<file path="src/sv/gdd_pkg.sv">
// ----------------------------------------------------------------------------
// Gregorian date difference package
// Shared types, widths, constants and calendar tables for the date
// difference block.
// ----------------------------------------------------------------------------
`default_nettype none

package gdd_pkg;

  // Field widths
  localparam int DAY_W   = 5;
  localparam int MONTH_W = 4;
  localparam int YEAR_W  = 14;
  localparam int COUNT_W = 22;

  // Accumulator width: a day number for any 14-bit year fits in 23 bits
  localparam int ACC_W = 23;

  // Quotient of (year - 1) / 100 fits in 8 bits for a 14-bit year
  localparam int QUO_W = 8;
  localparam int REM_W = YEAR_W;

  // Wide enough to compare a year against any allowed top year
  localparam int YCMP_W = 16;

  localparam int unsigned MAX_YEAR_DEF = 9999;

  // Configuration port
  localparam int CFG_AW = 3;
  localparam int CFG_DW = 32;
  localparam logic [CFG_AW-1:0] REG_INCLUDE_END_DAY = 3'd0;

  // Calendar constants
  localparam logic [6:0] YEAR_REM_LAST = 7'd99;
  localparam logic [QUO_W-1:0] CENT_ONE = 8'd100;

  // Accumulation terms, one added per cycle
  localparam logic [3:0] TERM_P256  = 4'd0;
  localparam logic [3:0] TERM_P64   = 4'd1;
  localparam logic [3:0] TERM_P32   = 4'd2;
  localparam logic [3:0] TERM_P8    = 4'd3;
  localparam logic [3:0] TERM_P4    = 4'd4;
  localparam logic [3:0] TERM_P1    = 4'd5;
  localparam logic [3:0] TERM_Q16   = 4'd6;
  localparam logic [3:0] TERM_Q8    = 4'd7;
  localparam logic [3:0] TERM_QDIV4 = 4'd8;
  localparam logic [3:0] TERM_RDIV4 = 4'd9;
  localparam logic [3:0] TERM_MONTH = 4'd10;
  localparam logic [3:0] TERM_LEAP  = 4'd11;
  localparam logic [3:0] TERM_DAY   = 4'd12;

  // Months
  localparam logic [MONTH_W-1:0] MON_JAN = 4'd1;
  localparam logic [MONTH_W-1:0] MON_FEB = 4'd2;
  localparam logic [MONTH_W-1:0] MON_DEC = 4'd12;

  typedef struct packed {
    logic [DAY_W-1:0]   start_day;
    logic [MONTH_W-1:0] start_month;
    logic [YEAR_W-1:0]  start_year;
    logic [DAY_W-1:0]   end_day;
    logic [MONTH_W-1:0] end_month;
    logic [YEAR_W-1:0]  end_year;
  } in_t;

  typedef struct packed {
    logic [COUNT_W-1:0] day_count;
    logic               invalid_date;
  } out_t;

  typedef struct packed {
    logic             sub;
    logic [ACC_W-1:0] a;
    logic [ACC_W-1:0] b;
  } alu_req_t;

  typedef struct packed {
    logic [ACC_W-1:0] res;
    logic             borrow;
  } alu_rsp_t;

  typedef enum logic [2:0] {
    ST_IDLE,
    ST_LOAD,
    ST_DIV,
    ST_ACC,
    ST_DIFF,
    ST_INC
  } st_t;

  // Days in a month, 28 for February; 0 for codes that are no month
  function automatic logic [DAY_W-1:0] month_len(input logic [MONTH_W-1:0] m);
    logic [DAY_W-1:0] len;
    unique case (m)
      4'd1, 4'd3, 4'd5, 4'd7, 4'd8, 4'd10, 4'd12: len = 5'd31;
      4'd4, 4'd6, 4'd9, 4'd11:                   len = 5'd30;
      4'd2:                                      len = 5'd28;
      default:                                   len = 5'd0;
    endcase
    return len;
  endfunction

  // Days in the year before the first of the month
  function automatic logic [8:0] days_before(input logic [MONTH_W-1:0] m);
    logic [8:0] n;
    unique case (m)
      4'd1:    n = 9'd0;
      4'd2:    n = 9'd31;
      4'd3:    n = 9'd59;
      4'd4:    n = 9'd90;
      4'd5:    n = 9'd120;
      4'd6:    n = 9'd151;
      4'd7:    n = 9'd181;
      4'd8:    n = 9'd212;
      4'd9:    n = 9'd243;
      4'd10:   n = 9'd273;
      4'd11:   n = 9'd304;
      4'd12:   n = 9'd334;
      default: n = 9'd0;
    endcase
    return n;
  endfunction

  // Divisor for one restoring division step: 100 shifted by the bit index
  function automatic logic [ACC_W-1:0] div_step(input logic [2:0] idx);
    return ACC_W'(CENT_ONE) << idx;
  endfunction

endpackage

`default_nettype wire

</file>
<file path="src/sv/gregorian_date_difference_days.sv">
// One transaction at a time; the input is not ready until the result is
// handed to the output register. The work runs through the shared adder:
// per date 1 load, 8 division steps and 13 accumulation steps, then one
// subtract and one increment, which waits while an earlier result stalls.
// Reset (rst_n low, synchronous) empties the sequencer and output register
// and clears include_end_day; no clearing pass is needed.
// ----------------------------------------------------------------------------
// Gregorian date difference
// Days between two calendar dates, computed as the difference of their
// day numbers counted from 1 January of year 1.
// ----------------------------------------------------------------------------
`default_nettype none

module gregorian_date_difference_days #(
  parameter int unsigned MAX_YEAR = gdd_pkg::MAX_YEAR_DEF
) (
  input  wire logic                        clk,
  input  wire logic                        rst_n,
  input  wire logic                        in_valid,
  output logic                             in_ready,
  input  gdd_pkg::in_t                     in_data,
  output logic                             out_valid,
  input  wire logic                        out_ready,
  output gdd_pkg::out_t                    out_data,
  input  wire logic                        psel,
  input  wire logic                        penable,
  input  wire logic                        pwrite,
  input  wire logic [gdd_pkg::CFG_AW-1:0]  paddr,
  input  wire logic [gdd_pkg::CFG_DW-1:0]  pwdata,
  output logic      [gdd_pkg::CFG_DW-1:0]  prdata,
  output logic                             pready
);
  import gdd_pkg::*;

  logic     include_end_day;
  alu_req_t alu_req;
  alu_rsp_t alu_rsp;

  gdd_cfg u_cfg (
    .clk             (clk),
    .rst_n           (rst_n),
    .psel            (psel),
    .penable         (penable),
    .pwrite          (pwrite),
    .paddr           (paddr),
    .pwdata          (pwdata),
    .prdata          (prdata),
    .pready          (pready),
    .include_end_day (include_end_day)
  );

  gdd_alu u_alu (
    .req (alu_req),
    .rsp (alu_rsp)
  );

  gdd_ctrl #(
    .MAX_YEAR (MAX_YEAR)
  ) u_ctrl (
    .clk             (clk),
    .rst_n           (rst_n),
    .in_valid        (in_valid),
    .in_ready        (in_ready),
    .in_data         (in_data),
    .out_valid       (out_valid),
    .out_ready       (out_ready),
    .out_data        (out_data),
    .include_end_day (include_end_day),
    .alu_req         (alu_req),
    .alu_rsp         (alu_rsp)
  );

endmodule

`default_nettype wire

</file>
<file path="src/sv/gdd_alu.sv">
// ----------------------------------------------------------------------------
// Shared add/subtract unit
// The shared arithmetic unit of the block: adds, or subtracts and reports
// a borrow, which doubles as the compare for the division steps.
// ----------------------------------------------------------------------------
`default_nettype none

module gdd_alu (
  input  gdd_pkg::alu_req_t req,
  output gdd_pkg::alu_rsp_t rsp
);
  import gdd_pkg::*;

  logic [ACC_W:0] sum;

  // Add or subtract with one extra bit for carry or borrow
  always_comb begin
    if (req.sub) begin
      sum = {1'b0, req.a} - {1'b0, req.b};
    end else begin
      sum = {1'b0, req.a} + {1'b0, req.b};
    end
  end

  assign rsp.res    = sum[ACC_W-1:0];
  assign rsp.borrow = sum[ACC_W];

endmodule

`default_nettype wire

</file>
<file path="src/sv/gdd_cfg.sv">
// ----------------------------------------------------------------------------
// Configuration registers
// APB-style register file holding the include-end-day control bit.
// ----------------------------------------------------------------------------
`default_nettype none

module gdd_cfg (
  input  wire logic                         clk,
  input  wire logic                         rst_n,
  input  wire logic                         psel,
  input  wire logic                         penable,
  input  wire logic                         pwrite,
  input  wire logic [gdd_pkg::CFG_AW-1:0]   paddr,
  input  wire logic [gdd_pkg::CFG_DW-1:0]   pwdata,
  output logic      [gdd_pkg::CFG_DW-1:0]   prdata,
  output logic                              pready,
  output logic                              include_end_day
);
  import gdd_pkg::*;

  logic inc_r;
  logic inc_nxt;
  logic hit;

  // Word select: the low two address bits are byte lanes
  assign hit = (paddr[CFG_AW-1:2] == REG_INCLUDE_END_DAY[CFG_AW-1:2]);

  // Take a write in the access phase of a transaction
  always_comb begin
    inc_nxt = inc_r;
    if (psel && penable && pwrite && pready && hit) begin
      inc_nxt = pwdata[0];
    end
  end

  always_ff @(posedge clk) begin
    if (!rst_n) begin
      inc_r <= 1'b0;
    end else begin
      inc_r <= inc_nxt;
    end
  end

  assign pready          = 1'b1;
  assign prdata          = hit ? {{(CFG_DW-1){1'b0}}, inc_r} : '0;
  assign include_end_day = inc_r;

endmodule

`default_nettype wire

</file>
<file path="src/sv/gdd_ctrl.sv">
// ----------------------------------------------------------------------------
// Day difference sequencer
// Steps both dates through the shared adder: a restoring division of
// (year - 1) by 100, then an accumulation of the day number term by term,
// then the difference, the include-end-day increment and saturation.
// ----------------------------------------------------------------------------
`default_nettype none

module gdd_ctrl #(
  parameter int unsigned MAX_YEAR = gdd_pkg::MAX_YEAR_DEF
) (
  input  wire logic              clk,
  input  wire logic              rst_n,
  input  wire logic              in_valid,
  output logic                   in_ready,
  input  gdd_pkg::in_t           in_data,
  output logic                   out_valid,
  input  wire logic              out_ready,
  output gdd_pkg::out_t          out_data,
  input  wire logic              include_end_day,
  output gdd_pkg::alu_req_t      alu_req,
  input  gdd_pkg::alu_rsp_t      alu_rsp
);
  import gdd_pkg::*;

  st_t               st_r, st_nxt;
  in_t               item_r, item_nxt;
  logic              sel_r, sel_nxt;
  logic [3:0]        cnt_r, cnt_nxt;
  logic [REM_W-1:0]  rem_r, rem_nxt;
  logic [QUO_W-1:0]  quo_r, quo_nxt;
  logic [ACC_W-1:0]  acc_r, acc_nxt;
  logic [ACC_W-1:0]  first_r, first_nxt;
  logic              bad_r, bad_nxt;
  logic              ov_r, ov_nxt;
  out_t              od_r, od_nxt;

  logic [DAY_W-1:0]   cur_d;
  logic [MONTH_W-1:0] cur_m;
  logic [YEAR_W-1:0]  cur_y;
  logic [YEAR_W-1:0]  cur_p;
  logic               leap;
  logic [DAY_W-1:0]   mlen;
  logic               date_ok;
  logic [ACC_W-1:0]   term;
  logic [COUNT_W-1:0] sat_count;

  // Pick the date being worked on
  always_comb begin
    if (sel_r) begin
      cur_d = item_r.end_day;
      cur_m = item_r.end_month;
      cur_y = item_r.end_year;
    end else begin
      cur_d = item_r.start_day;
      cur_m = item_r.start_month;
      cur_y = item_r.start_year;
    end
  end

  assign cur_p = cur_y - YEAR_W'(1);

  // Leap year from the division result: y = 100*q + r + 1
  always_comb begin
    if (rem_r[6:0] == YEAR_REM_LAST) begin
      leap = (quo_r[1:0] == 2'b11);
    end else begin
      leap = (cur_y[1:0] == 2'b00);
    end
  end

  // Check the date; valid once the division is done
  always_comb begin
    mlen = month_len(cur_m);
    if (cur_m == MON_FEB && leap) begin
      mlen = mlen + DAY_W'(1);
    end
    date_ok = (cur_y != '0)
           && (YCMP_W'(cur_y) <= YCMP_W'(MAX_YEAR))
           && (cur_m >= MON_JAN) && (cur_m <= MON_DEC)
           && (cur_d != '0) && (cur_d <= mlen);
  end

  // Day number terms: 365p + 24q + q/4 + r/4 + month offset + leap + d - 1
  always_comb begin
    unique case (cnt_r)
      TERM_P256:  term = ACC_W'({cur_p, 8'b0});
      TERM_P64:   term = ACC_W'({cur_p, 6'b0});
      TERM_P32:   term = ACC_W'({cur_p, 5'b0});
      TERM_P8:    term = ACC_W'({cur_p, 3'b0});
      TERM_P4:    term = ACC_W'({cur_p, 2'b0});
      TERM_P1:    term = ACC_W'(cur_p);
      TERM_Q16:   term = ACC_W'({quo_r, 4'b0});
      TERM_Q8:    term = ACC_W'({quo_r, 3'b0});
      TERM_QDIV4: term = ACC_W'(quo_r[QUO_W-1:2]);
      TERM_RDIV4: term = ACC_W'(rem_r[6:2]);
      TERM_MONTH: term = ACC_W'(days_before(cur_m));
      TERM_LEAP:  term = ACC_W'(leap && (cur_m > MON_FEB));
      TERM_DAY:   term = ACC_W'(cur_d - DAY_W'(1));
      default:    term = '0;
    endcase
  end

  // Clamp the final count to the output range
  assign sat_count = alu_rsp.res[COUNT_W] ? {COUNT_W{1'b1}} : alu_rsp.res[COUNT_W-1:0];

  // Sequencer: next state, datapath updates and adder operands
  always_comb begin
    st_nxt    = st_r;
    item_nxt  = item_r;
    sel_nxt   = sel_r;
    cnt_nxt   = cnt_r;
    rem_nxt   = rem_r;
    quo_nxt   = quo_r;
    acc_nxt   = acc_r;
    first_nxt = first_r;
    bad_nxt   = bad_r;
    ov_nxt    = ov_r && !out_ready;
    od_nxt    = od_r;
    alu_req   = '{sub: 1'b0, a: acc_r, b: term};

    unique case (st_r)
      ST_IDLE: begin
        if (in_valid) begin
          item_nxt = in_data;
          sel_nxt  = 1'b0;
          bad_nxt  = 1'b0;
          st_nxt   = ST_LOAD;
        end
      end

      ST_LOAD: begin
        rem_nxt = cur_p;
        quo_nxt = '0;
        acc_nxt = '0;
        cnt_nxt = 4'd7;
        st_nxt  = ST_DIV;
      end

      // One quotient bit per cycle, most significant first
      ST_DIV: begin
        alu_req = '{sub: 1'b1, a: ACC_W'(rem_r), b: div_step(cnt_r[2:0])};
        if (!alu_rsp.borrow) begin
          rem_nxt             = alu_rsp.res[REM_W-1:0];
          quo_nxt[cnt_r[2:0]] = 1'b1;
        end
        if (cnt_r == '0) begin
          st_nxt = ST_ACC;
        end else begin
          cnt_nxt = cnt_r - 4'd1;
        end
      end

      // Add one term per cycle
      ST_ACC: begin
        acc_nxt = alu_rsp.res;
        cnt_nxt = cnt_r + 4'd1;
        if (cnt_r == TERM_DAY) begin
          bad_nxt = bad_r || !date_ok;
          if (!sel_r) begin
            first_nxt = alu_rsp.res;
            sel_nxt   = 1'b1;
            st_nxt    = ST_LOAD;
          end else begin
            st_nxt = ST_DIFF;
          end
        end
      end

      // End minus start, zero when the start is not earlier
      ST_DIFF: begin
        alu_req = '{sub: 1'b1, a: acc_r, b: first_r};
        acc_nxt = alu_rsp.borrow ? '0 : alu_rsp.res;
        st_nxt  = ST_INC;
      end

      // Add the end day if asked, then hand over once the output is free
      ST_INC: begin
        alu_req = '{sub: 1'b0, a: acc_r, b: ACC_W'(include_end_day)};
        if (!ov_r || out_ready) begin
          ov_nxt              = 1'b1;
          od_nxt.invalid_date = bad_r;
          od_nxt.day_count    = bad_r ? '0 : sat_count;
          st_nxt              = ST_IDLE;
        end
      end

      default: begin
        st_nxt = ST_IDLE;
      end
    endcase
  end

  // Control state
  always_ff @(posedge clk) begin
    if (!rst_n) begin
      st_r <= ST_IDLE;
      ov_r <= 1'b0;
    end else begin
      st_r <= st_nxt;
      ov_r <= ov_nxt;
    end
  end

  // Datapath registers
  always_ff @(posedge clk) begin
    item_r  <= item_nxt;
    sel_r   <= sel_nxt;
    cnt_r   <= cnt_nxt;
    rem_r   <= rem_nxt;
    quo_r   <= quo_nxt;
    acc_r   <= acc_nxt;
    first_r <= first_nxt;
    bad_r   <= bad_nxt;
    od_r    <= od_nxt;
  end

  assign in_ready  = (st_r == ST_IDLE);
  assign out_valid = ov_r;
  assign out_data  = od_r;

endmodule

`default_nettype wire

</file>
<file path="config.mk">
export PLATFORM = sky130hd
export DESIGN_NAME = gregorian_date_difference_days
export DESIGN_NICKNAME = d
export VERILOG_FILES = /design/src/sv/gdd_pkg.sv /design/src/sv/gregorian_date_difference_days.sv /design/src/sv/gdd_alu.sv /design/src/sv/gdd_cfg.sv /design/src/sv/gdd_ctrl.sv
export SDC_FILE = /design/constraint.sdc
export NUM_CORES = 1
export LEC_CHECK = 0
export BUFFER_PORTS_ARGS = -buffer_cell sky130_fd_sc_hd__buf_2
export CAP_MARGIN = 20
export CORE_MARGIN = 1
export CORE_UTILIZATION = 45
export CTS_CLUSTER_DIAMETER = 200
export DETAILED_ROUTE_END_ITERATION = 8
export PLACE_DENSITY = 0.68
export SLEW_MARGIN = 20
export SYNTH_ARGS = -nofsm -noshare
export SYNTH_HDL_FRONTEND = slang
export SYNTH_SLANG_ARGS = --single-unit
</file>
<file path="constraint.sdc">
create_clock -name clk -period 7.2 [get_ports clk]
set_input_delay 0.36 -clock clk [delete_from_list [all_inputs] [get_ports clk]]
set_output_delay 0.36 -clock clk [all_outputs]
set_load 0.02 [all_outputs]
</file>
### Yosys cells after proc, flatten, opt, wreduce, memory -nomap -nowiden

Memory sizes are Yosys's and may differ from the RTL's.
Index checks and enable logic that the tools add are counted.

* bits in latches: 0
* bits in registers: 148
* memory bits (read-only): 224
* logic and storage cells: 130
* bits of input ports: 88
* RAM bits: 0
* memories: 2
* output and inout bits: 58

* equal/unequal tests: 26
* muxes and demuxes: 33
* multiply operators: 0
* $lt $le $gt $ge: 7
* $add $sub $neg: 7
* div/mod/pow operators: 0
* reductions and logical operators: 33
* shifts and indexed selects: 1
* bitwise operators: 3

Memory list
* (name not given): words 16, bits a word 9, rd ports 1, clocked after memory_dff 0, write ports 0, RTL line gdd_pkg.sv:106 `unique case (m)`
* (name not given): words 16, bits a word 5, rd ports 1, clocked after memory_dff 0, write ports 0, RTL line gdd_pkg.sv:94 `unique case (m)`

Operators by type and width (count)
* $pmux 23 s13: 1
* $pmux 47 s3: 1
* $pmux 23 s3: 1
* $mux 14: 2
* $pmux 14 s2: 1
* $add 23x23->24: 1
* $mux 24: 1
* $sub 23x23->24: 1
* $mux 23: 1
* $shl 7x3->23 const A: 1
* $mux 22: 1
* $eq 4x4->1 const B: 5
* $pmux 3 s6: 1
* $eq 4x3->1 const B: 4
* $pmux 8 s2: 1
* $mux 3: 5
* $le 14x14->1 const B: 1
* $reduce_bool 14->1: 1
* $sub 14x1->14 const B: 1
* $eq 4x2->1 const B: 3
* $logic_and 1x1->1: 12
* $pmux 4 s3: 1
* $mux 5: 2
* $mux 1: 8
* other kinds (35): 53

### Longest topological paths before layout

* depth after elaboration: 11
* depth in mapped cells: 32
* depth with buffers taken out: 26

### Hierarchy

Synthesis repeated with hierarchy kept, for this count alone.

* cell total of the unflattened synthesis: 1068
* area, all modules: 10466.3 µm²

Modules (own cells, without submodules)
* gdd_ctrl: area each 8418.1 µm², cells an instance 791, instances 1, sequential area each 4374.2 µm²
* gdd_alu: area each 1732.9 µm², cells an instance 237, instances 1, sequential area each 0.0 µm²
* gdd_cfg: area each 315.3 µm², cells an instance 40, instances 1, sequential area each 20.0 µm²

### Worst setup path after synthesis

OpenSTA, ideal clock, no wires.

* path kind: reg2reg
* start: register u_ctrl.sel_r
* end: register u_ctrl.quo_r[0], enable pin
* path buffers: 5
* stages on the path, launching flop included: 27
* setup time: 429 ps
* period minus slack after synthesis: 7830 ps
* required time: 6771 ps
* arrival time: 7401 ps
* setup slack: -630 ps
* cells stage by stage: edfxtp_1 > buf_4 > buf_2 > buf_2 > buf_1 > clkbuf_1 > mux2i_1 > ha_1 > nor4bb_1 > nor2_1 > nor4b_1 > xor2_1 > o22ai_1 > o32ai_1 > nand3_1 > o41ai_1 > xnor2_1 > ha_1 > o21a_1 > and2_1 > nand2_1 > a211oi_1 > o211a_1 > a221o_1 > a41o_1 > a221oi_1 > nor3_1

* cells in the longest elaborated chain, start to end: 10
* elaborated cells between the ends (all ways): 17
* those cells by class: add/sub (4); order compare (1); eq/ne (1); mux (7); reduce/logical (3); memory (1)

Ends and longest elaborated chain
* start: declaration: RTL line gdd_ctrl.sv:28 `logic sel_r, sel_nxt;`
* start signal: assignment: RTL line gdd_ctrl.sv:208 `sel_r <= sel_nxt;`
* branches (longest 4 deep; another with $sub 14x1->14)
* $pmux 23 s13 *: RTL line gdd_ctrl.sv:86 `unique case (cnt_r)`
* $pmux 47 s3 *: RTL line gdd_ctrl.sv:122 `unique case (st_r)`
* $add 23x23->24 or $sub 23x23->24 (tied branches): RTL line gdd_alu.sv:21, gdd_alu.sv:19
* $mux 24 *: RTL line gdd_alu.sv:18 `if (req.sub) begin`
* $ne 2x2->1 (no line) *
* $reduce_and 2->1 (no line) *
* end signal: assignment: RTL line gdd_ctrl.sv:211 `quo_r <= quo_nxt;`
* end: declaration: RTL line gdd_ctrl.sv:31 `logic [QUO_W-1:0] quo_r, quo_nxt;`

Every way passes the cells marked *.
A chain may end at the register's enable or synchronous reset.

### Worst setup path after layout

* start: register u_ctrl.cnt_r[0]
* end: register u_ctrl.od_r (netlist bit u_ctrl.out_data[9]) (data pin)

* cells in the longest elaborated chain, start to end: 6
* elaborated cells between the ends (all ways): 20
* those cells by class: add/sub (2); eq/ne (12); shift (1); mux (4); reduce/logical (1)

Ends and longest elaborated chain
* start: declaration: RTL line gdd_ctrl.sv:29 `logic [3:0] cnt_r, cnt_nxt;`
* start signal: assignment: RTL line gdd_ctrl.sv:209 `cnt_r <= cnt_nxt;`
* $eq 4x4->1 (tied with other cells): RTL line gdd_ctrl.sv:86
* $pmux 23 s13: RTL line gdd_ctrl.sv:86
* $pmux 47 s3 *: RTL line gdd_ctrl.sv:122
* $add 23x23->24 or $sub 23x23->24 (tied branches): RTL line gdd_alu.sv:21, gdd_alu.sv:19
* $mux 24 *: RTL line gdd_alu.sv:18
* $mux 22 *: RTL line gdd_ctrl.sv:105 `assign sat_count = alu_rsp.res[COUNT_W] ? {COUNT_W{1'b1}} : alu_rsp.res[COUNT_W-1:0];`
* end signal: assignment: RTL line gdd_ctrl.sv:215 `od_r <= od_nxt;`
* end: declaration: RTL line gdd_ctrl.sv:36 `out_t od_r, od_nxt;`

Mark *: on every way between the ends. The rest lies on a longest branch, timed or not.

==> impl_metrics.yaml <==
outcome:
  run_status: "completed"
placed_design:
  dp_cell_count: 1471
  post_dp_cell_area_um2: 11400
  detailed_place_hpwl_um: 22600
  gp_routability_congestion: 0.989
  placement.io_buffers: 80
  dpl_worst_slack_ps: 419
critical_path:
  path_max_fanout: 23
  cp_common_cell: "sky130_fd_sc_hd__buf_4"
  rr_endpoint: "u_ctrl.out_data[9]$_SDFFCE_PP0P_"
  worstSetupEndpoint: "u_ctrl.out_data[9]$_SDFFCE_PP0P_"
  end_kind: "flip-flop"
  register_to_register_setup_slack_ps: 470
  worst-endpoint-arrival_ps: 6890
  crit_path_class: "reg2reg"
  crit_path_top_delay_cell: "sky130_fd_sc_hd__edfxtp_1"
  crit_path_start: "u_ctrl.cnt_r[0]$_DFFE_PP_"
  r2r_cells: 28
  worst_ep_required_time_ps: 7370
  timing.rr.start: "u_ctrl.cnt_r[0]$_DFFE_PP_"
  start_kind: "flip-flop"
  critical_path_depth: 28
  cpLargestDelayFamily: "compound AO/OA/AOI/OAI gates"
  critical_path_buf_inv_count: 7
  slowest_delay_ps: 530
pwr:
  p_sw_share_pct: 41.9
  seq_power_share_pct: 27.8
  max-vdd-ir-drop_v: 0.000262
  share_clk_of_total_power_pct: 20.3
  power.internal_mw: 2.64
  power.combinational.fraction_pct: 51.9
  switching_power_mw: 1.91
  leakage_power_total_nw: 4.97
  power.density_cell_area_nw_per_um2: 377
cts:
  worstSkewPairLatency_ps: 450
  clock_tree_from_tritoncts: "built"
  max-clock-path-buffers: 2
  tritoncts.num_buffers: 17
  clock_sink_count: 148
  cts_repair_resize_count: 0
  clkSlewWorstSetupHoldPaths_ps: 70
  cts_htree_levels: 4
  cts-root-buf: "sky130_fd_sc_hd__clkbuf_16"
floorplan:
  num_io_pins: 146
  design.die.area_um2: 23600
  fp-row-count: 55
  start_util_pct: 45.8
  vertical_die_dimension_um: 154
  floorplan.die.width_um: 154
  floorplan.core_area_um2: 22600
route:
  route.vias.total: 8818
  drt_first_pass_iters: 8
  drc_errors: 0
  route.detailed.vias_per_inst: 5.85
  drt-total-wl_um: 30500
  drt-wirelength-per-cell_um: 20.2
  dr.first_iter.drc_count: 955
  drt.antenna.violating_nets: 0
sta:
  final-hold-violation-count: 0
  final.setup_skew_ps: 14.9
  report.final.setup_viol: 0
  fmax_mhz: 149
  timing.setup.tns_ps: 0
  timing_max_transition_violations_final: 0
  final.period_utilization_pct: 93.4
  worst_slew_pin_slew_ps: 1120
  rsz0062_at_grt: "false"
  max_slew_margin_pct: 25.0
  final.min_clock_period_ps: 6730
  layout_setup_ws_ps: 474
global_route:
  grt_start_max_net_pins: 48
  initial_antenna_violation_count: 0
  grt_first_pass_wirelength_um: 47900
  first_global_vias: 8613
  grt-ovfl-total: 0
  grt_usage_pct: 26.3
layout:
  finalNonFillerCells: 1508
  flow.area_growth_from_synthesis_pct: 16.7
  stdcell_area_um2: 12100
  finish.utilization_pct: 53.4
  drive_gt1_share_pct: 17.9
  final_net_count: 1351
  fillers: 2079
  diodes: 0
synth:
  number_of_enable_type_register_cells_in_the_synthesized_netlist: 143
  synth.cell_area_um2: 10300
  yosys.cell_count.top_type: "sky130_fd_sc_hd__edfxtp_1"
  yosysTopAreaCell: "sky130_fd_sc_hd__edfxtp_1"
  fraction_of_the_mapped_netlist_area_in_adder_cells_pct: 6.49
  postSynth.asyncResetShare_pct: 0
  yosys-top-cells-count: "sky130_fd_sc_hd__edfxtp_1, sky130_fd_sc_hd__nand2_1, sky130_fd_sc_hd__a21oi_1"
  synthesized_area_fraction_occupied_by_ao_oa_aoi_and_oai_cells_pct: 18.9
  postSynth.topFlopCell: "sky130_fd_sc_hd__edfxtp_1"
  postSynthAreaPerCell_um2: 9.56
  yosys.area_share.simple_pct: 16.8
  synthesis.yosys.warnings: 0
  netlist.area_leader.share_pct: 41.6
  synth.top_cells.by_area: "sky130_fd_sc_hd__edfxtp_1, sky130_fd_sc_hd__ha_1, sky130_fd_sc_hd__nand2_1, sky130_fd_sc_hd__a21oi_1, sky130_fd_sc_hd__mux2i_1"
  netlist-cell-type-count: 77
  register_area_share_after_synthesis_pct: 42.5
  post_synth_xor_area_fraction_pct: 5.00
  main_combinational_cell_family_by_area_after_synthesis: "compound AO/OA/AOI/OAI gates"
  synth.ff_latch_count: 148
  synth_mux_area_share_pct: 3.77
  netlist_instances: 1081
flow_run:
  max_cap_violations: 0
worst_hold_path:
  hold_crit_class: "in2reg"
  worst_hold_startpoint: "in_data[12]"
final cells by class:
| cell class | count | area, µm² | area share [%] |
|---|---|---|---|
| clock buffers | 17 | 425 | 3.53 |
| clock inverters | 15 | 165 | 1.37 |
| inverters | 54 | 203 | 1.68 |
| multi-input cells | 823 | 5420 | 45.0 |
| flip-flops and latches | 148 | 4390 | 36.5 |
| well taps | 285 | 357 | 2.96 |
| repair buffers | 166 | 1090 | 9.05 |
power by group through the flow:
stage / Clock, mW / Combinational, mW / Sequential, mW
floorplan: 0 / 1.60 / 1.24
global placement: 0 / 2.27 / 1.28
detailed placement: 0 / 2.31 / 1.29
CTS: 0.933 / 2.33 / 1.27
global route: 0.965 / 2.61 / 1.27
finish: 0.922 / 2.36 / 1.26
worst min-delay path by stage:
stage / endpoint / slack (ps) / depth (start not counted)
finish: u_ctrl.item_r[12]$_DFFE_PP_ / 90 / 1
global route: u_ctrl.item_r[28]$_DFFE_PP_ / 70 / 1
CTS: u_ctrl.item_r[28]$_DFFE_PP_ / 80 / 1
detailed placement: u_ctrl.item_r[39]$_DFFE_PP_ / 540 / 1
global placement: u_ctrl.item_r[35]$_DFFE_PP_ / 540 / 1
floorplan: u_ctrl.out_data[0]$_DFFE_PP_ / 420 / 0
sequential cells by signal, summed over array words and instances (netlist names):
signal / cells
u_ctrl.item_r: 46
u_ctrl.acc_r: 23
u_ctrl.first_r: 23
u_ctrl.out_data: 23
u_ctrl.rem_r: 14
u_ctrl.quo_r: 8
u_ctrl.cnt_r: 4
u_ctrl.st_r: 3
u_cfg.include_end_day: 1
u_ctrl.bad_r: 1
u_ctrl.out_valid: 1
u_ctrl.sel_r: 1
metrics by stage:
stage | total power, mW | hold WS, ps
2_1_floorplan | 2.85 | 424
3_3_place_gp | 3.55 | 537
3_5_place_dp | 3.60 | 538
4_1_cts | 4.53 | 79.5
5_1_grt | 4.85 | 73.7
6_report | 4.55 | 91.6
routing by layer:
layer  track usage (%)  part of all wire, %
met4              9.19                  2.2
met2              41.5                   45
met5                 0                    0
met3              5.58                  7.3
met1              35.8                   45
repair_timing:
item	in CTS	in global routing
endpoints found under the setup margin	0	45
setup buffers	0	4
hold buffers	0	0
cell families after synthesis:
logic type	after synthesis
other cells	2
simple gates	347
compound gates	294
fa+ha+maj	53
buf+inv	140
xor+xnor	59
mux	38
flops	148
worst register-to-register path: cells and delay by family (launching register included):
| family | cells | cell delay, ps |
|---|---|---|
| AO/OA/AOI/OAI | 13 | 2910 |
| XOR/XNOR | 2 | 470 |
| AND/OR/NAND/NOR | 4 | 570 |
| flip-flops | 1 | 530 |
| buffers and inverters | 7 | 1350 |
| adder cells (fa/ha/maj) | 2 | 640 |
cells in the final DEF, fill, tap and decap left out, drive strengths merged, types with 12 or more instances in the layout:
cell type and instances:
a21o 12, a21oi 75, a22oi 13, a31oi 14, and2 12, buf 166, clkbuf 17, conb 32
edfxtp 143, ha 52, inv 61, mux2i 31, nand2 114, nand2b 16, nand3 13, nor2 73
nor2b 23, nor3 24, nor3b 16, o21ai 62, xnor2 33, xor2 26
(Power assumes the default switching activity.)
